<file path="src/lfu_pkg.sv">
// Package for the LFU cache table: sizes, derived widths and command codes.
// Used by lfu_cache_table and by its port checker; depends on nothing.
package lfu_pkg;

    localparam int ENTRIES = 16;
    localparam int KEY_W   = 32;
    localparam int DATA_W  = 32;
    localparam int COUNT_W = 16;

    localparam int IDX_W = (ENTRIES > 1) ? $clog2(ENTRIES) : 1;
    localparam int REC_W = IDX_W;
    localparam int OCC_W = $clog2(ENTRIES + 1);
    localparam int CAP_W = 5;

    typedef enum logic [1:0] {
        CMD_PUT   = 2'd0,
        CMD_GET   = 2'd1,
        CMD_PROBE = 2'd2
    } t_cmd;

endpackage

</file>
<file path="src/lfu_cache_table.sv">
// Fully associative key/value cache with LFU replacement and LRU tie-break.
// One sequencer with a shared key/count compare unit; uses lfu_pkg.
//
// Usage: an item is taken when start is high and busy is low. The entries are
// scanned one per cycle through a single key match and victim compare, so
// busy stays high while all lfu_pkg::ENTRIES entries are scanned and through
// the update state. The result follows in the next cycle on o_strobe for
// exactly one cycle and cannot be held off; a new item may be started in that
// same cycle. The capacity register is written through i_cfg_valid/o_cfg_ready
// while the block is idle; zero acts as 1 and values above ENTRIES as ENTRIES.
module lfu_cache_table (
    input  logic                        i_clk,
    input  logic                        i_rst_n,
    input  logic                        start,
    output logic                        busy,
    input  logic [1:0]                  i_command,
    input  logic [lfu_pkg::KEY_W-1:0]   i_key,
    input  logic [lfu_pkg::DATA_W-1:0]  i_value,
    input  logic                        i_cfg_valid,
    output logic                        o_cfg_ready,
    input  logic [lfu_pkg::CAP_W-1:0]   i_cfg_data,
    output logic                        o_strobe,
    output logic                        o_hit,
    output logic [lfu_pkg::DATA_W-1:0]  o_read_value,
    output logic                        o_evicted,
    output logic [lfu_pkg::KEY_W-1:0]   o_evicted_key,
    output logic [lfu_pkg::OCC_W-1:0]   o_occupancy
);

    typedef enum logic [1:0] {
        S_IDLE,
        S_SCAN,
        S_UPDATE
    } t_state;

    t_state r_state;

    // entry storage
    logic                        r_valid [lfu_pkg::ENTRIES];
    logic [lfu_pkg::KEY_W-1:0]   r_ekey  [lfu_pkg::ENTRIES];
    logic [lfu_pkg::DATA_W-1:0]  r_edata [lfu_pkg::ENTRIES];
    logic [lfu_pkg::COUNT_W-1:0] r_ecnt  [lfu_pkg::ENTRIES];
    logic [lfu_pkg::REC_W-1:0]   r_rec   [lfu_pkg::ENTRIES];
    logic [lfu_pkg::OCC_W-1:0]   r_total;
    logic [lfu_pkg::CAP_W-1:0]   r_cap;

    // current item
    lfu_pkg::t_cmd               r_cmd;
    logic [lfu_pkg::KEY_W-1:0]   r_key;
    logic [lfu_pkg::DATA_W-1:0]  r_value;
    logic [lfu_pkg::IDX_W-1:0]   r_idx;

    // scan results
    logic                        r_hit;
    logic [lfu_pkg::IDX_W-1:0]   r_hit_idx;
    logic [lfu_pkg::DATA_W-1:0]  r_hit_data;
    logic [lfu_pkg::COUNT_W-1:0] r_hit_cnt;
    logic [lfu_pkg::REC_W-1:0]   r_hit_rec;
    logic                        r_free_ok;
    logic [lfu_pkg::IDX_W-1:0]   r_free_idx;
    logic                        r_vic_ok;
    logic [lfu_pkg::IDX_W-1:0]   r_vic_idx;
    logic [lfu_pkg::KEY_W-1:0]   r_vic_key;
    logic [lfu_pkg::COUNT_W-1:0] r_vic_cnt;
    logic [lfu_pkg::REC_W-1:0]   r_vic_rec;

    // registered result
    logic                        r_strobe;
    logic                        r_o_hit;
    logic [lfu_pkg::DATA_W-1:0]  r_o_rd;
    logic                        r_o_ev;
    logic [lfu_pkg::KEY_W-1:0]   r_o_evk;

    // entry seen by the shared compare unit this cycle
    logic                        cur_valid;
    logic [lfu_pkg::KEY_W-1:0]   cur_key;
    logic [lfu_pkg::COUNT_W-1:0] cur_cnt;
    logic [lfu_pkg::REC_W-1:0]   cur_rec;
    logic                        cur_match;
    logic                        cur_better;

    // update decisions
    logic [lfu_pkg::OCC_W-1:0]   cap_eff;
    logic                        do_touch;
    logic                        do_insert;
    logic                        do_evict;
    logic [lfu_pkg::IDX_W-1:0]   ins_idx;
    logic [lfu_pkg::COUNT_W-1:0] cnt_inc;
    logic                        n_valid [lfu_pkg::ENTRIES];
    logic [lfu_pkg::REC_W-1:0]   n_rec   [lfu_pkg::ENTRIES];
    logic [lfu_pkg::OCC_W-1:0]   n_total;
    logic                        n_o_hit;
    logic [lfu_pkg::DATA_W-1:0]  n_o_rd;

    assign busy          = (r_state != S_IDLE);
    assign o_cfg_ready   = (r_state == S_IDLE);
    assign o_strobe      = r_strobe;
    assign o_hit         = r_o_hit;
    assign o_read_value  = r_o_rd;
    assign o_evicted     = r_o_ev;
    assign o_evicted_key = r_o_evk;
    assign o_occupancy   = r_total;

    assign cur_valid = r_valid[r_idx];
    assign cur_key   = r_ekey[r_idx];
    assign cur_cnt   = r_ecnt[r_idx];
    assign cur_rec   = r_rec[r_idx];
    assign cur_match = cur_valid && (cur_key == r_key);
    // lower count wins, older entry wins a tie
    assign cur_better = cur_valid && (!r_vic_ok || (cur_cnt < r_vic_cnt) ||
                        ((cur_cnt == r_vic_cnt) && (cur_rec > r_vic_rec)));

    always_comb begin
        priority if (r_cap == lfu_pkg::CAP_W'(0)) begin
            cap_eff = lfu_pkg::OCC_W'(1);
        end else if (lfu_pkg::OCC_W'(r_cap) > lfu_pkg::OCC_W'(lfu_pkg::ENTRIES)) begin
            cap_eff = lfu_pkg::OCC_W'(lfu_pkg::ENTRIES);
        end else begin
            cap_eff = lfu_pkg::OCC_W'(r_cap);
        end
    end

    assign cnt_inc = (r_hit_cnt == '1) ? r_hit_cnt : r_hit_cnt + lfu_pkg::COUNT_W'(1);

    always_comb begin
        do_touch = 1'b0;
        do_evict = 1'b0;
        n_o_hit  = 1'b0;
        n_o_rd   = '0;
        unique case (r_cmd)
            lfu_pkg::CMD_PUT: begin
                n_o_hit  = r_hit;
                do_touch = r_hit;
                do_evict = !r_hit && (r_total >= cap_eff) && r_vic_ok;
            end
            lfu_pkg::CMD_GET: begin
                n_o_hit  = r_hit;
                do_touch = r_hit;
                n_o_rd   = r_hit ? r_hit_data : '0;
            end
            lfu_pkg::CMD_PROBE: begin
                n_o_hit = r_hit;
                n_o_rd  = r_hit ? r_hit_data : '0;
            end
            default: begin
            end
        endcase
        do_insert = (r_cmd == lfu_pkg::CMD_PUT) && !r_hit && (do_evict || r_free_ok);
        // new key takes the lowest free slot once the victim is gone
        if (do_evict && (!r_free_ok || (r_vic_idx < r_free_idx))) begin
            ins_idx = r_vic_idx;
        end else begin
            ins_idx = r_free_idx;
        end
        n_total = r_total - lfu_pkg::OCC_W'(do_evict) + lfu_pkg::OCC_W'(do_insert);
    end

    // recency ranks of all entries change in parallel, one compare per entry
    always_comb begin
        for (int i = 0; i < lfu_pkg::ENTRIES; i++) begin
            n_valid[i] = r_valid[i];
            n_rec[i]   = r_rec[i];
            if (do_touch) begin
                if (lfu_pkg::IDX_W'(i) == r_hit_idx) begin
                    n_rec[i] = '0;
                end else if (r_valid[i] && (r_rec[i] < r_hit_rec)) begin
                    n_rec[i] = r_rec[i] + lfu_pkg::REC_W'(1);
                end
            end else if (do_insert) begin
                if (lfu_pkg::IDX_W'(i) == ins_idx) begin
                    n_valid[i] = 1'b1;
                    n_rec[i]   = '0;
                end else if (do_evict && (lfu_pkg::IDX_W'(i) == r_vic_idx)) begin
                    n_valid[i] = 1'b0;
                end else if (r_valid[i]) begin
                    n_rec[i] = r_rec[i] + lfu_pkg::REC_W'(1)
                             - lfu_pkg::REC_W'(do_evict && (r_rec[i] > r_vic_rec));
                end
            end
        end
    end

    always_ff @(posedge i_clk) begin
        if (!i_rst_n) begin
            r_state  <= S_IDLE;
            r_strobe <= 1'b0;
            r_total  <= '0;
            r_cap    <= lfu_pkg::CAP_W'(lfu_pkg::ENTRIES);
            r_idx    <= '0;
            for (int i = 0; i < lfu_pkg::ENTRIES; i++) begin
                r_valid[i] <= 1'b0;
            end
        end else begin
            r_strobe <= (r_state == S_UPDATE);
            if (i_cfg_valid && o_cfg_ready) begin
                r_cap <= i_cfg_data;
            end
            unique case (r_state)
                S_IDLE: begin
                    if (start) begin
                        r_state <= S_SCAN;
                        r_idx   <= '0;
                    end
                end
                S_SCAN: begin
                    if (r_idx == lfu_pkg::IDX_W'(lfu_pkg::ENTRIES - 1)) begin
                        r_state <= S_UPDATE;
                    end else begin
                        r_idx <= r_idx + lfu_pkg::IDX_W'(1);
                    end
                end
                S_UPDATE: begin
                    r_state  <= S_IDLE;
                    r_total  <= n_total;
                    for (int i = 0; i < lfu_pkg::ENTRIES; i++) begin
                        r_valid[i] <= n_valid[i];
                    end
                end
                default: begin
                    r_state <= S_IDLE;
                end
            endcase
        end
    end

    // payload: item, scan trackers, entry contents and result fields
    always_ff @(posedge i_clk) begin
        if (r_state == S_IDLE && start) begin
            r_cmd     <= lfu_pkg::t_cmd'(i_command);
            r_key     <= i_key;
            r_value   <= i_value;
            r_hit     <= 1'b0;
            r_free_ok <= 1'b0;
            r_vic_ok  <= 1'b0;
        end
        if (r_state == S_SCAN) begin
            if (cur_match && !r_hit) begin
                r_hit      <= 1'b1;
                r_hit_idx  <= r_idx;
                r_hit_data <= r_edata[r_idx];
                r_hit_cnt  <= cur_cnt;
                r_hit_rec  <= cur_rec;
            end
            if (!cur_valid && !r_free_ok) begin
                r_free_ok  <= 1'b1;
                r_free_idx <= r_idx;
            end
            if (cur_better) begin
                r_vic_ok  <= 1'b1;
                r_vic_idx <= r_idx;
                r_vic_key <= cur_key;
                r_vic_cnt <= cur_cnt;
                r_vic_rec <= cur_rec;
            end
        end
        if (r_state == S_UPDATE) begin
            for (int i = 0; i < lfu_pkg::ENTRIES; i++) begin
                r_rec[i] <= n_rec[i];
            end
            if (do_touch) begin
                r_ecnt[r_hit_idx] <= cnt_inc;
                if (r_cmd == lfu_pkg::CMD_PUT) begin
                    r_edata[r_hit_idx] <= r_value;
                end
            end
            if (do_insert) begin
                r_ekey[ins_idx]  <= r_key;
                r_edata[ins_idx] <= r_value;
                r_ecnt[ins_idx]  <= lfu_pkg::COUNT_W'(1);
            end
            r_o_hit <= n_o_hit;
            r_o_rd  <= n_o_rd;
            r_o_ev  <= do_evict;
            r_o_evk <= do_evict ? r_vic_key : '0;
        end
    end

endmodule

</file>
<file path="config.mk">
export PLATFORM = sky130hd
export DESIGN_NAME = lfu_cache_table
export DESIGN_NICKNAME = d
export VERILOG_FILES = /design/src/lfu_pkg.sv /design/src/lfu_cache_table.sv
export SDC_FILE = /design/constraint.sdc
export NUM_CORES = 2
export LEC_CHECK = 0
export BUFFER_PORTS_ARGS = -buffer_cell sky130_fd_sc_hd__buf_2
export CAP_MARGIN = 20
export CORE_AREA = 2 2 340 342
export DETAILED_ROUTE_END_ITERATION = 12
export DIE_AREA = 0 0 342 344
export GPL_ROUTABILITY_DRIVEN = 0
export GPL_TIMING_DRIVEN = 0
export PLACE_DENSITY = 0.76
export SYNTH_ARGS = -nofsm -noshare
export SYNTH_HDL_FRONTEND = slang
export SYNTH_SLANG_ARGS = --single-unit
</file>
<file path="constraint.sdc">
create_clock -name i_clk -period 16.2 [get_ports i_clk]
set_clock_uncertainty 0.1 [all_clocks]
set_input_delay 0.81 -clock i_clk [delete_from_list [all_inputs] [get_ports i_clk]]
set_output_delay 0.81 -clock i_clk [all_outputs]
set_load 0.005 [all_outputs]
</file>
==> results.py <==
metrics = {
    "run_status": {
        "status": "complete, no violations",
    },
    "pwr": {
        "vdd_drop_max_v": 0.0000900,
        "power_leakage_nw": 24.6,
        "p_per_area_nw_per_um2": 111,
    },
    "layout": {
        "layout_commonest_cell": "edfxtp_1",
        "regArea_um2": 48800,
        "n_fill_cell": 7061,
        "mostFrequentLayoutCells": "edfxtp_1 (1,608), mux4_2 (368), ha_1 (198), buf_2 (176), clkbuf_16 (164)",
        "fin_nets": 4292,
        "final_util_pct": 68.4,
        "n_antenna_cell": 0,
        "area.growth.synth_to_final_pct": 14.9,
        "drive_gt1_share_pct": 24.6,
        "multi_input_area_um2": 18200,
    },
    "clock_network": {
        "cts-htree-levels": 4,
        "insertion_delay_ns": 0.77,
        "cts_made_buffers": 161,
        "ctsLongestPathBuffers": 3,
        "ctsResizeCount": 0,
        "tritoncts": "built",
        "postCtsHoldBufs": 0,
        "clkSlewWorstSetupHoldPaths_ns": 0.06,
        "clockRootBuffer": "clkbuf_16",
        "cts_setup_buffers": 0,
        "cts_sinks": 1632,
    },
    "synthesis": {
        "ys_warn_count": 0,
        "synth_seq_cells": 1632,
        "synth_top_cell_area_share_pct": 71.3,
        "synthCells": 3534,
        "synthFlopType": "edfxtp_1",
        "ys_types": 68,
        "yosysTopAreaCell": "edfxtp_1",
        "synthArstFlopShare_pct": 0,
        "yosysSeqAreaShare_pct": 72.0,
        "synth_nets": 3808,
        "synth_area_leaders": "edfxtp_1 (71%), mux4_2 (12%), ha_1 (3.7%), mux2i_1 (0.92%), xnor2_1 (0.75%)",
        "synth.avg_cell_area_um2": 19.2,
        "syn-cell-area_um2": 67800,
        "synth_edf_count": 1608,
    },
    "floorplan": {
        "num_rows": 124,
        "die_y_um": 344,
        "die_area_um2": 118000,
        "io_pins": 149,
        "start_util_pct": 59.5,
        "core_area_um2": 114000,
        "die_w_um": 342,
    },
    "global_route": {
        "grt_max_degree": 49,
        "grt_pass1_vias": 37400,
        "grt_first_pass_wirelength_mm": 251,
        "grt.total_usage_pct": 29.6,
        "gr-total-overflow": 0,
        "antenna_found_initial": 4,
    },
    "timing": {
        "whs_ns": 0.111,
        "finalSetupViolCount": 0,
        "hold_viol": 0,
        "maxSlewHeadroom_pct": 17.1,
        "fin_tns_setup_ns": 0,
        "min_period_over_period_pct": 46.2,
        "maxSlewViolCount": 0,
        "rsz0062_at_grt": "false",
        "max_slew.worst_pin.slew_ns": 1.24,
        "layout_min_cycle_time_ns": 7.48,
        "fmax_mhz": 134,
    },
    "detailed_routing": {
        "first_pass_iters": 6,
        "routed_wl_mm": 175,
        "viasPerCell": 6.70,
        "drtIter0Drc": 5359,
        "drcViolationCount": 0,
        "wl_per_cell_um": 30.9,
        "drtAntennaViolNets": 0,
        "num_vias": 37900,
    },
    "placed_design": {
        "portBuffers": 148,
        "dp_hpwl_mm": 114,
    },
    "setup_path": {
        "cp_slowest_stage_delay_ns": 0.92,
        "worstPathRequired_ns": 16.55,
        "critPathMaxFanout": 21,
        "cp_common_cell": "o21a_1",
        "critical_path_class": "reg2reg",
        "crit_family": "buffers and inverters",
        "path_cells": "buf_2 > buf_2 > buf_1 > clkbuf_1 > clkbuf_1 > mux4_2 > mux4_2 > ha_1 > nor2b_1 > o21a_1 > o21a_1 > o21a_1 > o21a_1 > o21ai_0 > nand3_1 > a31oi_4 > buf_12 > buf_16",
        "cp_data_arrival_time_ns": 7.83,
        "critPathLaunchType": "flip-flop",
        "crit_slowest_cell": "clkbuf_1",
        "crit_buf_inv": 7,
        "critPathCaptureType": "flip-flop",
    },
    "run": {
        "cap_violations": 0,
    },
    "hold_path": {
        "worstHoldPathType": "in2reg",
    },
}
[through the flow]
stage | cell area [µm²] | std cells | setup WS, ns | total power [W]
floorplan | 67800 | 3534 | 8.89 | 0.00495
global placement | 70400 | 5194 | 4.48 | 0.00504
detailed placement | 72600 | 5351 | 8.77 | 0.00505
CTS | 77700 | 5640 | 8.79 | 0.00863
global route | 77900 | 5656 | 8.48 | 0.00881
finish | 77900 | 5656 | 8.72 | 0.00861
[cell type report]
type | count | share of cell area (%)
flip-flops and latches | 1632 | 62.6
multi-input cells | 1647 | 23.3
clock buffers | 200 | 5.50
repair buffers | 321 | 3.66
well taps | 1512 | 2.43
clock inverters | 89 | 1.03
plain buffers | 155 | 0.932
inverters | 100 | 0.488
[kinds of logic (layout without fill, tap and decap cells)]
group	Yosys count	in the layout	share of synthesized area, %
DFF	1632	1632	72.0
xor gates and xnor gates	102	102	1.32
AOI/OAI and AO/OA	448	448	4.53
muxes	445	445	13.4
and+or+nand+nor	453	453	3.47
adders and majority gates	199	199	3.69
buffers and inverters	255	865	1.63
[per-layer routing]
layer / up-vias / global-route usage, % / routed length, µm
met4: 2 / 10.5 / 5810
met3: 397 / 5.39 / 17800
li1: 15600 / - / -
met5: - / 0 / 14
met2: 2600 / 47.2 / 84300
met1: 19400 / 41.9 / 66900
[registers in the layout, summed over array words and instances (netlist names), 4 cells and up, named ones only]
signal,cells
r_hit_idx,4
r_ecnt,256
r_free_idx,4
r_vic_idx,4
o_evicted_key,32
r_valid,16
r_cap,5
o_read_value,32
r_vic_cnt,16
r_hit_rec,4
r_rec,64
r_vic_key,32
o_occupancy,5
r_vic_rec,4
r_hit_cnt,16
r_hit_data,32
r_value,32
r_key,32
r_ekey,512
r_edata,512
r_idx,4
[cells in the mapped netlist (all sizes together), types with 6 or more instances]
cell type	number
a311oi	8
o21a	45
xor2	44
nand4	18
or2	7
nand2	73
mux4	368
a31oi	20
o31a	7
a22oi	42
buf	62
nor3	61
nor2b	40
ha	198
xnor2	58
a21oi	37
mux2	15
nand3	50
o31ai	6
a221oi	16
a21boi	23
o22ai	63
edfxtp	1608
dfxtp	24
nor2	71
a21o	18
mux2i	62
clkbuf	93
nand2b	34
o21ai	94
inv	100
a41o	16
a211oi	14
and3	71
and2	14
[worst paths after layout]
path              cells after the start           start  slack, ns        endpoint
setup / recovery                     18       flip-flop       8.72   r_vic_key[25]
hold / removal                        1      i_value[2]       0.11      r_value[2]
setup reg to reg                     18       flip-flop       8.72   r_vic_key[25]
hold reg to reg                       2  o_occupancy[0]       0.42  o_occupancy[0]
[where the power goes]
part           switching (W)  internal, W
clock network        0.00158      0.00205
logic               0.000159     0.000127
registers          0.0000485      0.00464
total                0.00179      0.00682
No activity file was read; power rests on OpenSTA's default activity.
